[src/arpr_pkg.sv]
// Package for the proxy ARP range responder.
// Holds shared codes, table entry type and controller/datapath interface structs.
// No dependencies.
package arpr_pkg;

   // request operation codes
   localparam logic [1:0] OP_PACKET = 2'd0;
   localparam logic [1:0] OP_ADD    = 2'd1;
   localparam logic [1:0] OP_CLEAR  = 2'd2;

   localparam logic [15:0] ARP_REQUEST_CODE = 16'd1;

   typedef enum logic [2:0] {
      ST_REPLY       = 3'd0,
      ST_NOT_REQUEST = 3'd1,
      ST_NO_MATCH    = 3'd2,
      ST_ADDED       = 3'd3,
      ST_FULL        = 3'd4,
      ST_CLEARED     = 3'd5
   } status_type;

   typedef struct packed {
      logic [31:0] low;
      logic [31:0] high;
      logic [7:0]  port;
   } entry_type;

   // controller -> datapath
   typedef struct packed {
      logic       load_req;
      logic       write_entry;
      logic       clear_count;
      logic       clear_idx;
      logic       inc_idx;
      logic       read_entry;
      logic       load_rsp;
      status_type status;
   } dp_cmd_type;

   // datapath -> controller
   typedef struct packed {
      logic [1:0] op;
      logic       is_request;
      logic       enable;
      logic       count_zero;
      logic       full;
      logic       hit;
      logic       last;
      logic       out_free;
   } dp_sts_type;

endpackage

[src/arpr_ctrl.sv]
// Controller state machine of the proxy ARP range responder.
// Sequences request decode, table scan and response load.
// Depends on arpr_pkg.
module arpr_ctrl (
   input  logic                   clock,
   input  logic                   reset,
   input  logic                   req_valid,
   output logic                   req_stall,
   input  arpr_pkg::dp_sts_type   sts,
   output arpr_pkg::dp_cmd_type   cmd
);

   typedef enum logic [2:0] {
      S_IDLE,
      S_EXEC,
      S_READ,
      S_CHECK,
      S_EMIT
   } state_type;

   state_type             state_ff, state_in;
   arpr_pkg::status_type  status_ff, status_in;

   always_ff @(posedge clock) begin
      if (reset) begin
         state_ff  <= S_IDLE;
         status_ff <= arpr_pkg::ST_NO_MATCH;
      end else begin
         state_ff  <= state_in;
         status_ff <= status_in;
      end
   end

   assign req_stall = (state_ff != S_IDLE);

   always_comb begin
      state_in  = state_ff;
      status_in = status_ff;
      cmd       = '0;
      cmd.status = status_ff;
      case (state_ff)
         S_IDLE: begin
            cmd.load_req = req_valid;
            if (req_valid) begin
               state_in = S_EXEC;
            end
         end
         S_EXEC: begin
            state_in = S_EMIT;
            case (sts.op)
               arpr_pkg::OP_PACKET: begin
                  if (!sts.is_request) begin
                     status_in = arpr_pkg::ST_NOT_REQUEST;
                  end else if (!sts.enable || sts.count_zero) begin
                     status_in = arpr_pkg::ST_NO_MATCH;
                  end else begin
                     cmd.clear_idx = 1'b1;
                     state_in      = S_READ;
                  end
               end
               arpr_pkg::OP_ADD: begin
                  if (sts.full) begin
                     status_in = arpr_pkg::ST_FULL;
                  end else begin
                     cmd.write_entry = 1'b1;
                     status_in       = arpr_pkg::ST_ADDED;
                  end
               end
               arpr_pkg::OP_CLEAR: begin
                  cmd.clear_count = 1'b1;
                  status_in       = arpr_pkg::ST_CLEARED;
               end
               default: begin
                  status_in = arpr_pkg::ST_NO_MATCH;
               end
            endcase
         end
         S_READ: begin
            cmd.read_entry = 1'b1;
            state_in       = S_CHECK;
         end
         S_CHECK: begin
            if (sts.hit) begin
               status_in = arpr_pkg::ST_REPLY;
               state_in  = S_EMIT;
            end else if (sts.last) begin
               status_in = arpr_pkg::ST_NO_MATCH;
               state_in  = S_EMIT;
            end else begin
               cmd.inc_idx = 1'b1;
               state_in    = S_READ;
            end
         end
         S_EMIT: begin
            if (sts.out_free) begin
               cmd.load_rsp = 1'b1;
               state_in     = S_IDLE;
            end
         end
         default: begin
            state_in = S_IDLE;
         end
      endcase
   end

endmodule

[src/arpr_dp.sv]
// Datapath of the proxy ARP range responder.
// Holds request registers, range table memory, scan compare and response register.
// Depends on arpr_pkg.
module arpr_dp #(
   parameter int MAX_ENTRIES = 16
) (
   input  logic                 clock,
   input  logic                 reset,
   input  logic                 csr_we,
   input  logic                 csr_wdata,
   input  logic [1:0]           req_op,
   input  logic [7:0]           req_port_id,
   input  logic [47:0]          req_port_mac,
   input  logic [15:0]          req_arp_opcode,
   input  logic [31:0]          req_target_ip,
   input  logic [31:0]          req_sender_ip,
   input  logic [47:0]          req_sender_mac,
   input  logic [7:0]           req_entry_port,
   input  logic [31:0]          req_range_start,
   input  logic [31:0]          req_range_end,
   input  logic                 rsp_stall,
   output logic                 rsp_valid,
   output logic [2:0]           rsp_status,
   output logic [31:0]          rsp_reply_sender_ip,
   output logic [47:0]          rsp_reply_sender_mac,
   output logic [31:0]          rsp_reply_target_ip,
   output logic [47:0]          rsp_reply_target_mac,
   input  arpr_pkg::dp_cmd_type cmd,
   output arpr_pkg::dp_sts_type sts
);

   localparam int IDX_W = (MAX_ENTRIES > 1) ? $clog2(MAX_ENTRIES) : 1;
   localparam int CNT_W = $clog2(MAX_ENTRIES + 1);

   // request registers
   logic [1:0]  op_ff;
   logic [7:0]  port_ff;
   logic [47:0] port_mac_ff;
   logic [15:0] opcode_ff;
   logic [31:0] target_ip_ff;
   logic [31:0] sender_ip_ff;
   logic [47:0] sender_mac_ff;
   arpr_pkg::entry_type new_entry_ff;

   logic                enable_ff;
   logic [CNT_W-1:0]    count_ff;
   logic [IDX_W-1:0]    idx_ff;
   arpr_pkg::entry_type mem [MAX_ENTRIES];
   arpr_pkg::entry_type rd_ff;

   logic        rsp_valid_ff;
   logic [2:0]  rsp_status_ff;
   logic [31:0] rsp_sip_ff;
   logic [47:0] rsp_smac_ff;
   logic [31:0] rsp_tip_ff;
   logic [47:0] rsp_tmac_ff;
   logic        out_free;
   logic        is_reply;

   always_ff @(posedge clock) begin
      if (cmd.load_req) begin
         op_ff              <= req_op;
         port_ff            <= req_port_id;
         port_mac_ff        <= req_port_mac;
         opcode_ff          <= req_arp_opcode;
         target_ip_ff       <= req_target_ip;
         sender_ip_ff       <= req_sender_ip;
         sender_mac_ff      <= req_sender_mac;
         new_entry_ff.low   <= req_range_start;
         new_entry_ff.high  <= req_range_end;
         new_entry_ff.port  <= req_entry_port;
      end
   end

   // table memory: one write port, one registered read port
   always_ff @(posedge clock) begin
      if (cmd.write_entry) begin
         mem[count_ff[IDX_W-1:0]] <= new_entry_ff;
      end
      if (cmd.read_entry) begin
         rd_ff <= mem[idx_ff];
      end
   end

   always_ff @(posedge clock) begin
      if (reset) begin
         enable_ff <= 1'b0;
         count_ff  <= '0;
         idx_ff    <= '0;
      end else begin
         if (csr_we) begin
            enable_ff <= csr_wdata;
         end
         if (cmd.clear_count) begin
            count_ff <= '0;
         end else if (cmd.write_entry) begin
            count_ff <= count_ff + CNT_W'(1);
         end
         if (cmd.clear_idx) begin
            idx_ff <= '0;
         end else if (cmd.inc_idx) begin
            idx_ff <= idx_ff + IDX_W'(1);
         end
      end
   end

   assign out_free = !rsp_valid_ff || !rsp_stall;
   assign is_reply = (cmd.status == arpr_pkg::ST_REPLY);

   always_ff @(posedge clock) begin
      if (reset) begin
         rsp_valid_ff <= 1'b0;
      end else if (cmd.load_rsp) begin
         rsp_valid_ff <= 1'b1;
      end else if (!rsp_stall) begin
         rsp_valid_ff <= 1'b0;
      end
   end

   always_ff @(posedge clock) begin
      if (cmd.load_rsp) begin
         rsp_status_ff <= cmd.status;
         rsp_sip_ff    <= is_reply ? target_ip_ff  : 32'd0;
         rsp_smac_ff   <= is_reply ? port_mac_ff   : 48'd0;
         rsp_tip_ff    <= is_reply ? sender_ip_ff  : 32'd0;
         rsp_tmac_ff   <= is_reply ? sender_mac_ff : 48'd0;
      end
   end

   always_comb begin
      sts.op         = op_ff;
      sts.is_request = (opcode_ff == arpr_pkg::ARP_REQUEST_CODE);
      sts.enable     = enable_ff;
      sts.count_zero = (count_ff == '0);
      sts.full       = (count_ff == CNT_W'(MAX_ENTRIES));
      sts.hit        = (rd_ff.port == port_ff) && (rd_ff.low <= target_ip_ff)
                       && (target_ip_ff <= rd_ff.high);
      sts.last       = ((CNT_W'(idx_ff) + CNT_W'(1)) == count_ff);
      sts.out_free   = out_free;
   end

   assign rsp_valid            = rsp_valid_ff;
   assign rsp_status           = rsp_status_ff;
   assign rsp_reply_sender_ip  = rsp_sip_ff;
   assign rsp_reply_sender_mac = rsp_smac_ff;
   assign rsp_reply_target_ip  = rsp_tip_ff;
   assign rsp_reply_target_mac = rsp_tmac_ff;

endmodule

[src/arp_proxy_range_responder.sv]
// Top level of the proxy ARP range responder.
// Joins the controller (arpr_ctrl) and the datapath (arpr_dp); uses arpr_pkg.
//
// The request channel (req_valid/req_stall) carries one request: an ARP packet
// seen on a port, an add of a port-bound IPv4 range, or a table clear. Every
// request yields exactly one response on rsp_valid/rsp_stall with a status code
// and, for a proxy reply, the four reply address fields (zero for any other
// status). csr_we/csr_wdata write proxy_enable; write it only while idle.
// Sequence: an accepted request is decoded in S_EXEC; with no table scan
// (non-request opcode, disabled, empty table, add, clear, unused op) its
// result goes straight to S_EMIT and into the response register. A scan walks
// the entries in order, each with one registered memory read (S_READ) and one
// compare (S_CHECK), and stops at the first hit or after the last entry. The
// next request is taken only once the response is loaded; the scan loop over
// the single read port of the range table sets the request rate.
// Reset: synchronous, active high. Clears the entry count, proxy_enable and
// the response valid; the table contents are left as they are.
// Back-pressure: while rsp_stall holds, the response stays put; a finished
// result waits in the controller, with req_stall high, until the register frees.
module arp_proxy_range_responder #(
   parameter int MAX_ENTRIES = 16
) (
   input  logic        clock,
   input  logic        reset,
   input  logic        csr_we,
   input  logic        csr_wdata,
   input  logic        req_valid,
   output logic        req_stall,
   input  logic [1:0]  req_op,
   input  logic [7:0]  req_port_id,
   input  logic [47:0] req_port_mac,
   input  logic [15:0] req_arp_opcode,
   input  logic [31:0] req_target_ip,
   input  logic [31:0] req_sender_ip,
   input  logic [47:0] req_sender_mac,
   input  logic [7:0]  req_entry_port,
   input  logic [31:0] req_range_start,
   input  logic [31:0] req_range_end,
   output logic        rsp_valid,
   input  logic        rsp_stall,
   output logic [2:0]  rsp_status,
   output logic [31:0] rsp_reply_sender_ip,
   output logic [47:0] rsp_reply_sender_mac,
   output logic [31:0] rsp_reply_target_ip,
   output logic [47:0] rsp_reply_target_mac
);

   arpr_pkg::dp_cmd_type cmd;
   arpr_pkg::dp_sts_type sts;

   // sequence decode, scan and response handoff
   arpr_ctrl u_ctrl (
      .clock     (clock),
      .reset     (reset),
      .req_valid (req_valid),
      .req_stall (req_stall),
      .sts       (sts),
      .cmd       (cmd)
   );

   // hold the request, the range table and the response register
   arpr_dp #(
      .MAX_ENTRIES (MAX_ENTRIES)
   ) u_dp (
      .clock                (clock),
      .reset                (reset),
      .csr_we               (csr_we),
      .csr_wdata            (csr_wdata),
      .req_op               (req_op),
      .req_port_id          (req_port_id),
      .req_port_mac         (req_port_mac),
      .req_arp_opcode       (req_arp_opcode),
      .req_target_ip        (req_target_ip),
      .req_sender_ip        (req_sender_ip),
      .req_sender_mac       (req_sender_mac),
      .req_entry_port       (req_entry_port),
      .req_range_start      (req_range_start),
      .req_range_end        (req_range_end),
      .rsp_stall            (rsp_stall),
      .rsp_valid            (rsp_valid),
      .rsp_status           (rsp_status),
      .rsp_reply_sender_ip  (rsp_reply_sender_ip),
      .rsp_reply_sender_mac (rsp_reply_sender_mac),
      .rsp_reply_target_ip  (rsp_reply_target_ip),
      .rsp_reply_target_mac (rsp_reply_target_mac),
      .cmd                  (cmd),
      .sts                  (sts)
   );

endmodule

[config.mk]
export PLATFORM = sky130hd
export DESIGN_NAME = arp_proxy_range_responder
export DESIGN_NICKNAME = d
export VERILOG_FILES = /design/src/arpr_pkg.sv /design/src/arpr_ctrl.sv /design/src/arpr_dp.sv /design/src/arp_proxy_range_responder.sv
export SDC_FILE = /design/constraint.sdc
export NUM_CORES = 2
export LEC_CHECK = 0
export BUFFER_PORTS_ARGS = -buffer_cell sky130_fd_sc_hd__buf_2
export CORE_ASPECT_RATIO = 1.75
export CORE_UTILIZATION = 45
export DETAILED_ROUTE_END_ITERATION = 8
export PLACE_DENSITY = 0.59
export SLEW_MARGIN = 20
export SYNTH_ARGS = -nofsm -noshare
export SYNTH_HDL_FRONTEND = slang
export SYNTH_HIERARCHICAL = 1
export SYNTH_SLANG_ARGS = --single-unit
[constraint.sdc]
create_clock -name clock -period 22.7 [get_ports clock]
set_input_delay 1.135 -clock clock [delete_from_list [all_inputs] [get_ports clock]]
set_output_delay 1.135 -clock clock [all_outputs]
set_load 0.005 [all_outputs]
==> results by group <==
Placed design
  – Detailed Place HPWL: 87.22 mm
  – GPL Wtd Cong: around 0.8
  – I/O Buffers: 428

CTS
  – Clock Latency Late Sink: about 790 ps
  – Clock-pin slew on the worst setup and hold paths: about 70 ps
  – Maximum root-to-sink buffer count: 3
  – Setup bufs post-CTS: 0
  – CTS tree: built
  – Post-CTS sizing: 0
  – Hold_buf cts: 0
  – H-tree depth: 4
  – CTS root buf: clkbuf_16
  – Clock sinks: about 1700
  – CTS Buf Count: 150

Cells and area
  – Fraction of layout cells with a size suffix above 1: 0.3239
  – Nets: 3490
  – Area growth syn-to-layout: 14.57%

Synthesis
  – Sequential fraction of the synthesis area: 0.8030
  – Syn Nets: a little under 3000
  – Register bit total from synthesis: 1662
  – YS warnings: 6
  – Synth Flop Type: edfxtp_1
  – Asr flop ratio synth: 0
  – Average cell area after synthesis: roughly 23 µm²
  – Unique masters post-synth: 54
  – Cell area after synthesis: between 60000 and 70000 µm²
  – Post-Syn Instances: 2641
  – Number of synthesized flops with an enable pin: approximately 1600

STA
  – Final-report hold violation count: 0
  – Rel. slew slack: 0.2377
  – Min Clock Period, post-route: around 5200 ps
  – Clk_skew: between 30 and 40 ps
  – Final setup fails: 0
  – RSZ-0062 raised after global routing: no
  – Slew Limit Fails: 0
  – Setup_tns: 0 ps
  – Maximum clock rate: 191.1 MHz
  – WHS: a little under 500 ps
  – Final worst-path cycle share: 0.2305
  – Worst Max-Slew Pin Slew: ~1100 ps

Global route
  – Vias in the first global route: a little under 30000
  – Pin count of the biggest net entering global routing: approximately 130
  – Initial antenna violation count: 26
  – First-pass GRT wire length: 211.7 mm
  – Overall fraction of global-route tracks in use: 0.2160
  – GR Overflow Total: 0

Critical path
  – Reg2reg end: u_dp/rd_ff[30]$_DFFE_PP_
  – Worst path arrival time: between 5000 and 6000 ps
  – Buf/Inv on CP: 4
  – CP endpoint kind: flip-flop
  – Critical R2R Launch: u_dp/idx_ff[0]$_SDFFE_PP0P_
  – Critical path startpoint category: flip-flop
  – Worst Reg2Reg Path Length in Cells: 6
  – Crit path max-delay family: buffers and inverters
  – Critical-path cell list: buf_12 -> buf_4 -> buf_4 -> buf_6 -> mux4_2 -> mux4_2
  – Worst path max stage delay: ~900 ps
  – Setup CP Type: flip-flop to flip-flop
  – R2r setup slk: around 17000 ps
  – Critical-path top delay cell: dfxtp_4
  – Worst Setup EP: u_dp/rd_ff[30]$_DFFE_PP_
  – Worst path required time: roughly 23000 ps
  – Crit path from: u_dp/idx_ff[0]$_SDFFE_PP0P_
  – Stages on worst setup path: 6
  – Worst-path maximum fanout: 87

Detailed routing
  – DRT antenna net count: 0
  – WL per Instance: about 29 µm
  – Routed WL: around 150 mm
  – 1st-iter DRT viols: approximately 2500
  – Vias: approximately 28000
  – Vias/cell: roughly 5.6
  – Drt pass-1 iters: 7
  – Residual DRC: 0

Floorplan
  – Die W: about 280 µm
  – Die height: just under 500 µm
  – Starting Density: 0.4549
  – Row count: approximately 180
  – Die area: 139200 µm²
  – CORE AREA: approximately 140000 µm²
  – Ports: 429

Min path
  – Hold WC Path Type: flip-flop to flip-flop
  – Worst hold start: u_ctrl/status_ff[0]$_SDFFE_PP0P_

Power and ir drop
  – PwrDens: between 80 and 90 nW/µm²
  – LEAKAGE: 23.24 nW
  – Maximum vdd ir drop: 0.07852 mV

Outcome
  – Status: finished clean

Job
  – Max_cap viols: 0
-- state kept, by name, indices dropped and copies added, names as in the netlist, 48 cells and up --
signal                     count
u_dp/new_entry_ff             72
u_dp/rd_ff                    72
u_dp/mem                    1152
u_dp/sender_mac_ff            48
u_dp/port_mac_ff              48
u_dp/rsp_reply_sender_mac     48
u_dp/rsp_reply_target_mac     48
-- Yosys cell counts, drive strengths merged (6+ instances only) --
library cell     n  area share
xor2            14      0.0020
nor4             6     0.00061
nor3            14      0.0011
nor2            15     0.00091
a21o            14      0.0017
nor2b            7     0.00071
inv             71      0.0043
dfxtp           17      0.0055
ha              69       0.014
edfxtp        1645        0.80
nor3b            6     0.00073
and2           169       0.017
and3             6     0.00061
nand4           18      0.0018
a21oi           25      0.0020
clkbuf          57      0.0035
nand3            8     0.00065
mux4           360        0.13
nand2            9     0.00055
buf             51      0.0060
-- per-layer routing --
metal	global-route usage	routed length [µm]	part of all wire
met5	0	133	0.00089
met4	0.06811	4390	0.029
met3	0.04391	10050	0.067
met2	0.3725	76500	0.51
met1	0.2726	58190	0.39
-- area by class of cell --
type / count / area, µm²
tap: 1810 / 2265
inverter: 71 / 266.5
multi-input combinational: 800 / 11440
clock buffer: 193 / 3999
antenna: 12 / 30.03
timing repair buffer: 472 / 2501
clock inverter: 72 / 713.2
fill: 10658 / 65210
sequential: 1662 / 49750
-- cell usage in the layout, fill, tap and decap left out, types with 18 or more instances in the layout --
master | Yosys | final
edfxtp_1 | 1645 | 1645
buf_2 | 7 | 428
mux4_2 | 360 | 360
and2_1 | 168 | 161
clkbuf_16 | 0 | 153
inv_1 | 71 | 71
ha_1 | 69 | 69
buf_4 | 22 | 41
clkbuf_1 | 57 | 38
clkinv_1 | 0 | 28
a21oi_1 | 25 | 25
nand4_1 | 18 | 18
-- power by group --
part / total (W) / internal, W / switching [W]
Clock: 0.00248 / 0.00138 / 0.00110
Combinational: 0.0000981 / 0.0000380 / 0.0000601
Sequential: 0.00348 / 0.00343 / 0.0000506
Total: 0.00605 / 0.00485 / 0.00121
-- kinds of logic (layout without fill, tap and decap cells) --
kind of cell / Yosys count / count (layout) / share of synthesized area
muxes: 365 / 365 / 0.1318
DFF: 1662 / 1662 / 0.8030
buffers and inverters: 179 / 808 / 0.01378
AOI/OAI and AO/OA: 69 / 69 / 0.007575
adders and majority gates: 69 / 69 / 0.01394
other: 0 / 12 / 0
xor gates and xnor gates: 19 / 19 / 0.002687
and+or+nand+nor: 278 / 278 / 0.02723
-- how the worst min path moves through the flow --
stage,end,cells after the start
after floorplan,u_dp/rsp_status[0]$_DFFE_PP_,0
after global placement,u_dp/rsp_status[0]$_DFFE_PP_,0
after detailed placement,u_dp/rsp_status[0]$_DFFE_PP_,0
after CTS,u_dp/new_entry_ff[17]$_DFFE_PP_,1
after global routing,u_dp/new_entry_ff[22]$_DFFE_PP_,1
final,u_dp/rsp_status[0]$_DFFE_PP_,0
-- through the flow --
step | power (W) | worst slack [ps] | utilization | instance area (µm²) | cells
3_3_place_gp | 0.003634 | 17070 | 0.4863 | 66220 | 4815
2_1_floorplan | 0.003575 | 10040 | - | 61940 | 2641
6_report | 0.006054 | 17470 | 0.5211 | 70960 | 5092
3_5_place_dp | 0.003641 | 17020 | 0.4863 | 66220 | 4815
4_1_cts | 0.006107 | 17010 | 0.5209 | 70930 | 5080
5_1_grt | 0.006222 | 16920 | 0.5210 | 70940 | 5083
No activity file was read; power rests on OpenSTA's default activity.
